## src/sv/lsfr_pkg.sv

```systemverilog
// ----------------------------------------------------------------------------
// lsfr_pkg
// shared types, codes and helpers of the lin slave frame receiver
// ----------------------------------------------------------------------------
package lsfr_pkg;

  localparam int MAX_DATA_BYTES_DEF = 8;

  localparam logic [63:0] RESP_MASK_RST = 64'h0020_0004_0000_0008;
  localparam logic [63:0] RECV_MASK_RST = 64'h0010_0002_0000_0010;
  localparam logic [3:0]  DATA_LEN_RST  = 4'd8;

  localparam logic [7:0] BREAK_BYTE = 8'h00;
  localparam logic [7:0] SYNC_BYTE  = 8'h55;
  localparam logic [5:0] ID_DIAG_REQ = 6'h3C;
  localparam logic [5:0] ID_DIAG_RSP = 6'h3D;

  typedef enum logic [1:0] {
    CFG_RESP_MASK = 2'd0,
    CFG_RECV_MASK = 2'd1,
    CFG_DATA_LEN  = 2'd2
  } cfg_idx_t;

  typedef enum logic [1:0] {
    KIND_RESP = 2'd0,
    KIND_DATA = 2'd1,
    KIND_END  = 2'd2
  } kind_t;

  typedef enum logic [5:0] {
    PH_IDLE = 6'b000001,
    PH_SYNC = 6'b000010,
    PH_PID  = 6'b000100,
    PH_DATA = 6'b001000,
    PH_CSUM = 6'b010000,
    PH_RESP = 6'b100000
  } phase_t;

  typedef struct packed {
    logic        we;
    logic [1:0]  index;
    logic [63:0] data;
  } cfg_wr_t;

  typedef struct packed {
    logic [1:0] kind;
    logic [5:0] frame_id;
    logic [7:0] data_byte;
    logic [2:0] byte_index;
    logic [7:0] computed_checksum;
    logic [7:0] received_checksum;
    logic       last;
  } res_t;

  // protected id check: both parity bits must match the id bits
  function automatic logic pid_ok(input logic [7:0] pid);
    logic p0;
    logic p1;
    p0 = pid[0] ^ pid[1] ^ pid[2] ^ pid[4];
    p1 = ~(pid[1] ^ pid[3] ^ pid[4] ^ pid[5]);
    return (pid[6] == p0) && (pid[7] == p1);
  endfunction

endpackage

```

## src/sv/lsfr_core.sv

```systemverilog
// ----------------------------------------------------------------------------
// lsfr_core
// frame state machine, config registers and checksum accumulation
// ----------------------------------------------------------------------------
module lsfr_core
  import lsfr_pkg::*;
#(
  parameter int MAX_DATA_BYTES = MAX_DATA_BYTES_DEF
) (
  input  logic       clk,
  input  logic       rst_n,
  input  cfg_wr_t    cfg_wr,
  input  logic       byte_fire,
  input  logic [7:0] rx_byte,
  output logic       res_valid,
  output res_t       res
);

  localparam int          CNT_W   = $clog2(MAX_DATA_BYTES + 1);
  localparam logic [3:0]  MAX_LEN = 4'(MAX_DATA_BYTES);

  logic [63:0]      resp_mask_r;
  logic [63:0]      recv_mask_r;
  logic [3:0]       data_len_r;

  phase_t           phase_r;
  phase_t           phase_nxt;
  logic [5:0]       cur_id_r;
  logic [5:0]       cur_id_nxt;
  logic [CNT_W-1:0] cnt_r;
  logic [CNT_W-1:0] cnt_nxt;
  logic [7:0]       sum_r;
  logic [7:0]       sum_nxt;

  logic [5:0]       rx_id;
  logic [8:0]       sum_wide;
  logic [7:0]       sum_fold;
  logic [CNT_W-1:0] cnt_inc;
  logic [3:0]       eff_len;

  always_ff @(posedge clk) begin
    if (!rst_n) begin
      resp_mask_r <= RESP_MASK_RST;
      recv_mask_r <= RECV_MASK_RST;
      data_len_r  <= DATA_LEN_RST;
    end else if (cfg_wr.we) begin
      case (cfg_wr.index)
        CFG_RESP_MASK: resp_mask_r <= cfg_wr.data;
        CFG_RECV_MASK: recv_mask_r <= cfg_wr.data;
        CFG_DATA_LEN:  data_len_r  <= cfg_wr.data[3:0];
        default: ;
      endcase
    end
  end

  assign rx_id    = rx_byte[5:0];
  assign sum_wide = {1'b0, sum_r} + {1'b0, rx_byte};
  assign sum_fold = sum_wide[7:0] + {7'd0, sum_wide[8]};
  assign cnt_inc  = cnt_r + CNT_W'(1);

  always_comb begin
    if (data_len_r == 4'd0) begin
      eff_len = 4'd1;
    end else if (data_len_r > MAX_LEN) begin
      eff_len = MAX_LEN;
    end else begin
      eff_len = data_len_r;
    end
  end

  always_comb begin
    phase_nxt  = phase_r;
    cur_id_nxt = cur_id_r;
    cnt_nxt    = cnt_r;
    sum_nxt    = sum_r;
    res_valid  = 1'b0;
    res        = '0;
    res.frame_id = cur_id_r;
    case (phase_r)
      PH_SYNC: begin
        phase_nxt = (rx_byte == SYNC_BYTE) ? PH_PID : PH_IDLE;
      end
      PH_PID: begin
        phase_nxt = PH_IDLE;
        if (pid_ok(rx_byte)) begin
          if (resp_mask_r[rx_id]) begin
            cur_id_nxt   = rx_id;
            phase_nxt    = PH_RESP;
            res_valid    = 1'b1;
            res.kind     = KIND_RESP;
            res.frame_id = rx_id;
            res.last     = 1'b1;
          end else if (recv_mask_r[rx_id]) begin
            cur_id_nxt = rx_id;
            cnt_nxt    = '0;
            sum_nxt    = (rx_id == ID_DIAG_REQ || rx_id == ID_DIAG_RSP) ? 8'd0 : rx_byte;
            phase_nxt  = PH_DATA;
          end
        end
      end
      PH_DATA: begin
        sum_nxt = sum_fold;
        cnt_nxt = cnt_inc;
        if (4'(cnt_inc) >= eff_len) begin
          phase_nxt = PH_CSUM;
        end
        res_valid      = 1'b1;
        res.kind       = KIND_DATA;
        res.data_byte  = rx_byte;
        res.byte_index = 3'(cnt_r);
      end
      PH_CSUM: begin
        phase_nxt             = PH_IDLE;
        res_valid             = 1'b1;
        res.kind              = KIND_END;
        res.computed_checksum = ~sum_r;
        res.received_checksum = rx_byte;
        res.last              = 1'b1;
      end
      PH_RESP: begin
        phase_nxt = PH_IDLE;
      end
      default: begin
        phase_nxt = (rx_byte == BREAK_BYTE) ? PH_SYNC : PH_IDLE;
      end
    endcase
    if (!byte_fire) begin
      res_valid = 1'b0;
    end
  end

  always_ff @(posedge clk) begin
    if (!rst_n) begin
      phase_r  <= PH_IDLE;
      cur_id_r <= '0;
      cnt_r    <= '0;
      sum_r    <= '0;
    end else if (byte_fire) begin
      phase_r  <= phase_nxt;
      cur_id_r <= cur_id_nxt;
      cnt_r    <= cnt_nxt;
      sum_r    <= sum_nxt;
    end
  end

`ifndef ASSERT_OFF
  a_cnt_in_range: assert property (@(posedge clk) disable iff (!rst_n)
    phase_r == PH_DATA |-> 4'(cnt_r) < MAX_LEN)
    else $error("data count beyond frame capacity");

  a_classic_seed: assert property (@(posedge clk) disable iff (!rst_n)
    byte_fire && phase_r == PH_PID && phase_nxt == PH_DATA &&
    (rx_id == ID_DIAG_REQ || rx_id == ID_DIAG_RSP) |=> sum_r == 8'd0)
    else $error("diagnostic frame not seeded with zero");

  a_end_leaves_frame: assert property (@(posedge clk) disable iff (!rst_n)
    res_valid && res.kind == KIND_END |=> phase_r == PH_IDLE)
    else $error("frame end did not return to idle");
`endif

endmodule

```

## src/sv/lin_slave_frame_receiver_top.sv

```systemverilog
// ----------------------------------------------------------------------------
// lin_slave_frame_receiver_top
// LIN slave frame receiver: takes one bus byte per word, tracks break, sync
// and protected id, streams data bytes of frames selected by the receive mask
// and reports the enhanced (or classic for ids 0x3C/0x3D) checksum at frame
// end; ids in the response mask report a header word instead. Every byte is
// handled by one state update, so a byte word can be taken every clock while
// in_ready is high. Result words go through a two-entry output buffer (output
// register plus skid register); in_ready drops only while both hold words.
// Config writes take effect in the following cycle; cfg_ready is always high.
// ----------------------------------------------------------------------------
module lin_slave_frame_receiver_top
  import lsfr_pkg::*;
#(
  parameter int MAX_DATA_BYTES = MAX_DATA_BYTES_DEF
) (
  input  logic        clk,
  input  logic        rst_n,
  input  logic        cfg_valid,
  output logic        cfg_ready,
  input  logic [1:0]  cfg_index,
  input  logic [63:0] cfg_data,
  input  logic        in_valid,
  output logic        in_ready,
  input  logic [7:0]  in_rx_byte,
  output logic        out_valid,
  input  logic        out_ready,
  output logic [1:0]  out_kind,
  output logic [5:0]  out_frame_id,
  output logic [7:0]  out_data_byte,
  output logic [2:0]  out_byte_index,
  output logic [7:0]  out_computed_checksum,
  output logic [7:0]  out_received_checksum,
  output logic        out_last
);

  cfg_wr_t cfg_wr;
  logic    in_fire;
  logic    out_fire;
  logic    res_valid;
  res_t    res;

  logic    out_valid_r;
  logic    out_valid_nxt;
  res_t    out_word_r;
  res_t    out_word_nxt;
  logic    skid_valid_r;
  logic    skid_valid_nxt;
  res_t    skid_word_r;
  res_t    skid_word_nxt;

  assign cfg_ready    = 1'b1;
  assign cfg_wr.we    = cfg_valid;
  assign cfg_wr.index = cfg_index;
  assign cfg_wr.data  = cfg_data;

  assign in_ready = !skid_valid_r;
  assign in_fire  = in_valid && in_ready;
  assign out_fire = out_valid_r && out_ready;

  lsfr_core #(
    .MAX_DATA_BYTES(MAX_DATA_BYTES)
  ) u_core (
    .clk       (clk),
    .rst_n     (rst_n),
    .cfg_wr    (cfg_wr),
    .byte_fire (in_fire),
    .rx_byte   (in_rx_byte),
    .res_valid (res_valid),
    .res       (res)
  );

  always_comb begin
    out_valid_nxt  = out_valid_r;
    out_word_nxt   = out_word_r;
    skid_valid_nxt = skid_valid_r;
    skid_word_nxt  = skid_word_r;
    if (skid_valid_r) begin
      if (out_fire) begin
        out_word_nxt   = skid_word_r;
        skid_valid_nxt = 1'b0;
      end
    end else if (!out_valid_r || out_ready) begin
      out_valid_nxt = res_valid;
      out_word_nxt  = res;
    end else if (res_valid) begin
      skid_valid_nxt = 1'b1;
      skid_word_nxt  = res;
    end
  end

  always_ff @(posedge clk) begin
    if (!rst_n) begin
      out_valid_r  <= 1'b0;
      skid_valid_r <= 1'b0;
    end else begin
      out_valid_r  <= out_valid_nxt;
      skid_valid_r <= skid_valid_nxt;
    end
    out_word_r  <= out_word_nxt;
    skid_word_r <= skid_word_nxt;
  end

  assign out_valid             = out_valid_r;
  assign out_kind              = out_word_r.kind;
  assign out_frame_id          = out_word_r.frame_id;
  assign out_data_byte         = out_word_r.data_byte;
  assign out_byte_index        = out_word_r.byte_index;
  assign out_computed_checksum = out_word_r.computed_checksum;
  assign out_received_checksum = out_word_r.received_checksum;
  assign out_last              = out_word_r.last;

`ifndef ASSERT_OFF
  a_skid_behind_out: assert property (@(posedge clk) disable iff (!rst_n)
    skid_valid_r |-> out_valid_r)
    else $error("skid word held with empty output register");

  a_skid_drains: assert property (@(posedge clk) disable iff (!rst_n)
    skid_valid_r && out_ready |=> out_valid_r && !skid_valid_r)
    else $error("skid word not moved to output");

  a_last_by_kind: assert property (@(posedge clk) disable iff (!rst_n)
    out_valid_r |-> out_last == (out_kind != KIND_DATA))
    else $error("last flag does not match word kind");

  a_data_no_csum: assert property (@(posedge clk) disable iff (!rst_n)
    out_valid_r && out_kind == KIND_DATA |->
      out_computed_checksum == 8'd0 && out_received_checksum == 8'd0)
    else $error("checksum fields set on data word");
`endif

endmodule
```

## config.mk

```make
export PLATFORM = sky130hd
export DESIGN_NAME = lin_slave_frame_receiver_top
export DESIGN_NICKNAME = d
export VERILOG_FILES = /design/src/sv/lsfr_pkg.sv /design/src/sv/lsfr_core.sv /design/src/sv/lin_slave_frame_receiver_top.sv
export SDC_FILE = /design/constraint.sdc
export NUM_CORES = 1
export LEC_CHECK = 0
export BUFFER_PORTS_ARGS = -buffer_cell sky130_fd_sc_hd__buf_2
export CAP_MARGIN = 25
export CORE_MARGIN = 2
export CORE_UTILIZATION = 30
export CTS_CLUSTER_SIZE = 8
export DETAILED_ROUTE_END_ITERATION = 10
export PLACE_DENSITY_LB_ADDON = 0.15
export RECOVER_POWER = 50
export SLEW_MARGIN = 20
export SYNTH_ARGS = -nofsm -noshare
export SYNTH_HDL_FRONTEND = slang
export SYNTH_SLANG_ARGS = --single-unit
```

## constraint.sdc

```tcl
create_clock -name clk -period 9.68 [get_ports clk]
set_input_delay 0.968 -clock clk [delete_from_list [all_inputs] [get_ports clk]]
set_output_delay 0.968 -clock clk [all_outputs]
set_load 0.005 [all_outputs]
```

### Word level (Yosys, flattened, before mapping)

Index checks and enable logic that the tools add are counted.

| operators by class | value |
|---|---|
| add/sub/neg operators | 3 |
| $lt $le $gt $ge | 3 |
| eq/ne operators | 17 |
| mux-type cells | 42 |
| bitwise gates (word level) | 10 |
| reduce and logical (&&, ||, !) cells | 24 |

Operators by type and width:

| cell | number |
|---|---|
| $mux 36 | 3 |
| $mux 6 | 7 |
| $mux 8 | 5 |
| $mux 4 | 6 |
| $pmux 6 s4 | 1 |
| $eq 6x6->1 const B | 3 |
| $mux 16 | 1 |
| $pmux 8 s2 | 1 |
| $bmux 1 s6 | 2 |
| $reduce_and 2->1 | 6 |
| $mux 11 | 1 |
| $add 8x8->9 | 1 |
| $mux 1 | 9 |
| $add 8x1->8 | 1 |
| $eq 8x7->1 const B | 1 |
| $logic_not 8->1 | 1 |
| $not 8->8 | 1 |
| $pmux 4 s2 | 1 |
| $lt 6x7->1 const B | 1 |
| $eq 6x2->1 const B | 1 |
| $eq 6x3->1 const B | 1 |
| $eq 6x4->1 const B | 1 |
| $eq 6x5->1 const B | 1 |
| $ne 2x1->1 const B | 3 |
| other kinds (23) | 40 |

| storage, ports and cells | value |
|---|---|
| register bits | 230 |
| output and inout bits | 39 |
| word-level logic and storage cells | 122 |

### Longest topological paths before layout

| depth | value |
|---|---|
| depth after elaboration | 12 |
| depth in mapped cells | 14 |

### By module

Synthesis repeated with hierarchy kept, for this count alone.

| unflattened totals | value |
|---|---|
| cells, all modules | 1,075 |
| area total of the unflattened synthesis | 10,637.7 um^2 |

Modules (own cells, without submodules):

| module | instances | cells each | area each (um^2) | seq. area each (um^2) |
|---|---|---|---|---|
| lsfr_core | 1 | 947 | 7,737.4 | 3,123.0 |
| lin_slave_frame_receiver_top | 1 | 128 | 2,900.3 | 2,202.1 |

### Worst setup path after synthesis

No wires, ideal clock.

| path | value |
|---|---|
| path kind | input to register |
| start point | input port in_rx_byte[1] |
| end point | register skid_word_r[0] (netlist name), enable pin |
| arrival | 5.824 ns |
| slack | 3.382 ns |
| cell stages on the path | 13 |
| path through | buf_6 buf_6 buf_2 inv_1 ha_1 xnor2_1 xnor2_1 or3_1 a21oi_2 inv_1 a211oi_4 o31ai_1 nor3_1 |

| on the way | value |
|---|---|
| longest elaborated chain between the ends | 10 |
| elaborated cells on any way between the ends | 17 |
| those cells by class | eq/ne: 2; mux: 6; bitwise: 7; reduce/logical: 2 |

RTL lines:

| element | RTL line | text |
|---|---|---|
| from (decl) | lin_slave_frame_receiver_top.sv:25 | `input logic [7:0] in_rx_byte,` |
| parallel branches: the longest is 6 deep, another holds $bmux 1 s6 | - |  |
| $mux 1 (*) | lsfr_core.sv:85 | `if (pid_ok(rx_byte)) begin` |
| $pmux 1 s2 (*) | lsfr_core.sv:79 | `case (phase_r)` |
| $mux 1 (*) | lsfr_core.sv:127 | `if (!byte_fire) begin` |
| $reduce_and 3->1 (no source line) (*) | - |  |
| to (signal assigned) | lin_slave_frame_receiver_top.sv:101 | `skid_word_r <= skid_word_nxt;` |
| to (decl) | lin_slave_frame_receiver_top.sv:49 | `res_t skid_word_r;` |

Every way passes the cells marked *. The select of a mux whose other input is x is not followed.
A chain may end at the register's enable or synchronous reset.

### Worst setup path in the final report

| path | value |
|---|---|
| start point | input port rst_n |
| end point | register u_core.recv_mask_r[17] |

RTL lines:

| element | RTL line | text |
|---|---|---|
| from (decl) | lin_slave_frame_receiver_top.sv:18 | `input logic rst_n,` |
| to (signal assigned) | lsfr_core.sv:49 | `CFG_RECV_MASK: recv_mask_r <= cfg_wr.data;` |
| to (decl) | lsfr_core.sv:23 | `logic [63:0] recv_mask_r;` |

No word-level cell between the ends.

==> flow_summary.json <==
{
  "first_pass_iters": 4,
  "antenna_found_initial": 0,
  "vias": 8095,
  "tns_ns": 0,
  "outcome": "complete, but fails checks",
  "total_power_mw": 2.23,
  "cts.repair.resized": 0,
  "grt_pass1_wl_um": 46000,
  "grt_pass1_vias": 8083,
  "overflow": 0,
  "drt-initial-drc-count": 397,
  "ys_warn_count": 0,
  "start_kind": "input pin",
  "clock_latency_ns": 0.49,
  "p_per_area_mw_per_mm2": 182,
  "holdCritPathClass": "reg -> reg",
  "setup_ws_ns": 3.72,
  "dieHeight_um": 191,
  "synthesis.area_mm2": 0.0104,
  "root_buffer": "clkbuf_16",
  "crit_path_end": "u_core.recv_mask_r[17]$_SDFFE_PN0P_",
  "vias_per_cell": 4.86,
  "worstPathArrival_ns": 6.31,
  "rrSetupSlack_ns": 5.54,
  "rr_worst_depth": 3,
  "place.port_buffers": 116,
  "clk_pin_slew_ns": 0.05,
  "synth_seq_cells": 230,
  "cts_setup_buffers": 0,
  "cts_made_buffers": 34,
  "hpwlAfterDp_um": 19100,
  "multi_input_area_mm2": 0.00474,
  "worst-setup-path-type": "in -> reg",
  "worstMarginPinSlew_ns": 4.22,
  "syn_nets": 1204,
  "track_usage_pct": 16.0,
  "yosysTopAreaCell": "dfxtp_1",
  "utilization_pct": 35.7,
  "ir_drop_mv": 0.0977,
  "num-fill-cells": 3621,
  "violations": "max-capacitance violations, max-slew violations",
  "dieArea_mm2": 0.0363,
  "fmax_mhz": 168,
  "synth-edff-count": 72,
  "r2r_start": "skid_valid_r$_SDFF_PN0_",
  "skew_ns": 0.0105,
  "area_growth_pct": 17.5,
  "start_util_pct": 30.4,
  "drtAntennaViolNets": 0,
  "holdBufCountCts": 0,
  "antennaDiodeCount": 0,
  "slew_headroom_pct": -182,
  "synth_cell_types": 64,
  "htree_levels": 2,
  "final_common_cell": "nand2_1",
  "die_width_um": 191,
  "drv_slew": 228,
  "worstPathRequired_ns": 10.04,
  "async_flop_share_pct": 0,
  "clock-sinks": 230,
  "wire_per_inst_um": 17.4,
  "netlist.area_leader.share_pct": 30.3,
  "cts_tree": "built",
  "r2r_end": "out_computed_checksum[4]$_DFFE_PP_",
  "cap_violations": 4,
  "setup_violations": 0,
  "grt_max_degree": 94,
  "worstPathMaxFanout": 93,
  "stdcell_count": 1666,
  "clockBufferDepth": 3,
  "num_rows": 68,
  "wirelength_um": 29000,
  "io_pins": 118,
  "syn_area_per_cell_um2": 9.43,
  "rsz0062_at_grt": "false",
  "layout.area.seq_mm2": 0.00533,
  "nets": 1296,
  "layout_common_cells": "308 x nand2_1, 158 x dfxtp_1, 145 x a21oi_1",
  "dp_cells": 1618,
  "core-area_mm2": 0.0344,
  "place_congestion": 0.752,
  "cp-end-kind": "flip-flop",
  "dpl_cell_area_mm2": 0.0114,
  "leakage_nw": 4.75,
  "timing.hold.ws_ns": 0.450,
  "synthFlopType": "dfxtp_1",
  "dp_slack_ns": 4.23,
  "synth_cells": 1107,
  "synth.top_cells.by_area": "dfxtp_1 30%, edfxtp_1 21%, nand2_1 11%",
  "min_period_ns": 5.96,
  "finalHoldViolations": 0,
  "design_area_mm2": 0.0123,
  "drive_gt1_share_pct": 16.8,
  "ys_seq_area_share_pct": 51.0,
  "startpoint": "rst_n",
  "finalCritPeriodShare_pct": 61.5,
  "drcViolationCount": 0
}
critical path: stages:
cell        delay [ns]
clkbuf_1          0.88
clkinvlp_2        1.94
clkbuf_1          1.85
a21oi_1           0.59
how the worst min path moves through the flow:
stage / start / to / slack [ns] / cells after the start
2_1_floorplan: u_core.recv_mask_r[23]$_SDFFE_PN0P_ / u_core.recv_mask_r[23]$_SDFFE_PN0P_ / 0.43 / 2
6_report: u_core.resp_mask_r[28]$_SDFFE_PN0P_ / u_core.resp_mask_r[28]$_SDFFE_PN0P_ / 0.45 / 2
3_5_place_dp: u_core.resp_mask_r[28]$_SDFFE_PN0P_ / u_core.resp_mask_r[28]$_SDFFE_PN0P_ / 0.44 / 2
3_3_place_gp: u_core.recv_mask_r[59]$_SDFFE_PN0P_ / u_core.recv_mask_r[59]$_SDFFE_PN0P_ / 0.44 / 2
5_1_grt: u_core.recv_mask_r[1]$_SDFFE_PN0P_ / u_core.recv_mask_r[1]$_SDFFE_PN0P_ / 0.47 / 2
4_1_cts: u_core.resp_mask_r[28]$_SDFFE_PN0P_ / u_core.resp_mask_r[28]$_SDFFE_PN0P_ / 0.45 / 2
cell usage after synthesis (12+ instances only):
master    count
mux2i_1      46
nor2_1       44
nand2_1     308
edfxtp_1     72
ha_1         17
a21oi_1     145
nand3_1      16
o21ai_0      16
mux4_2       12
mux2_2       15
clkbuf_1     56
and2_1       18
dfxtp_1     158
a22oi_1      18
a211oi_1     15
xnor2_1      12
o31ai_1      18
per-layer routing:
metal	share of wire, %	global-route usage, %	vias to the layer above
met1	47	21.6	3817
met2	47	26.8	177
met4	1.9	4.08	0
met5	0	0	-
li1	-	-	4054
met3	4.1	2.50	47
cell type report:
cell class / count / share of cell area, %
Clock inverter: 1 / 0.0714
Tap cell: 455 / 4.64
Inverter: 10 / 0.316
Sequential cell: 230 / 43.4
Clock buffer: 47 / 7.51
Timing Repair Buffer: 130 / 5.37
Multi-Input combinational cell: 793 / 38.7
sequential cells by signal, indices dropped and copies added, names as in the netlist, 2 cells and up:
register	count
out_frame_id	6
out_received_checksum	8
u_core.cnt_r	4
out_byte_index	3
u_core.recv_mask_r	64
out_kind	2
skid_word_r	36
u_core.phase_r	6
u_core.resp_mask_r	64
u_core.data_len_r	4
out_computed_checksum	8
u_core.cur_id_r	6
u_core.sum_r	8
out_data_byte	8
logic make-up (layout without fill, tap and decap cells):
| kind of cell | Yosys count | after routing | share of synthesized area [%] |
|---|---|---|---|
| xor+xnor | 17 | 17 | 1.56 |
| other cells | 1 | 1 | 0.0359 |
| buf+inv | 84 | 188 | 3.67 |
| fa+ha+maj | 18 | 18 | 2.23 |
| mux | 86 | 86 | 10.4 |
| simple gates | 432 | 432 | 17.4 |
| compound gates | 239 | 239 | 13.7 |
| flops | 230 | 230 | 51.0 |
power by group:
| part | internal, mW | switching, mW | total, mW |
|---|---|---|---|
| clock | 0.652 | 0.404 | 1.06 |
| combinational | 0.0557 | 0.0979 | 0.154 |
| sequential | 1.01 | 0.0111 | 1.02 |
| total | 1.72 | 0.513 | 2.23 |
(Power assumes the default switching activity.)
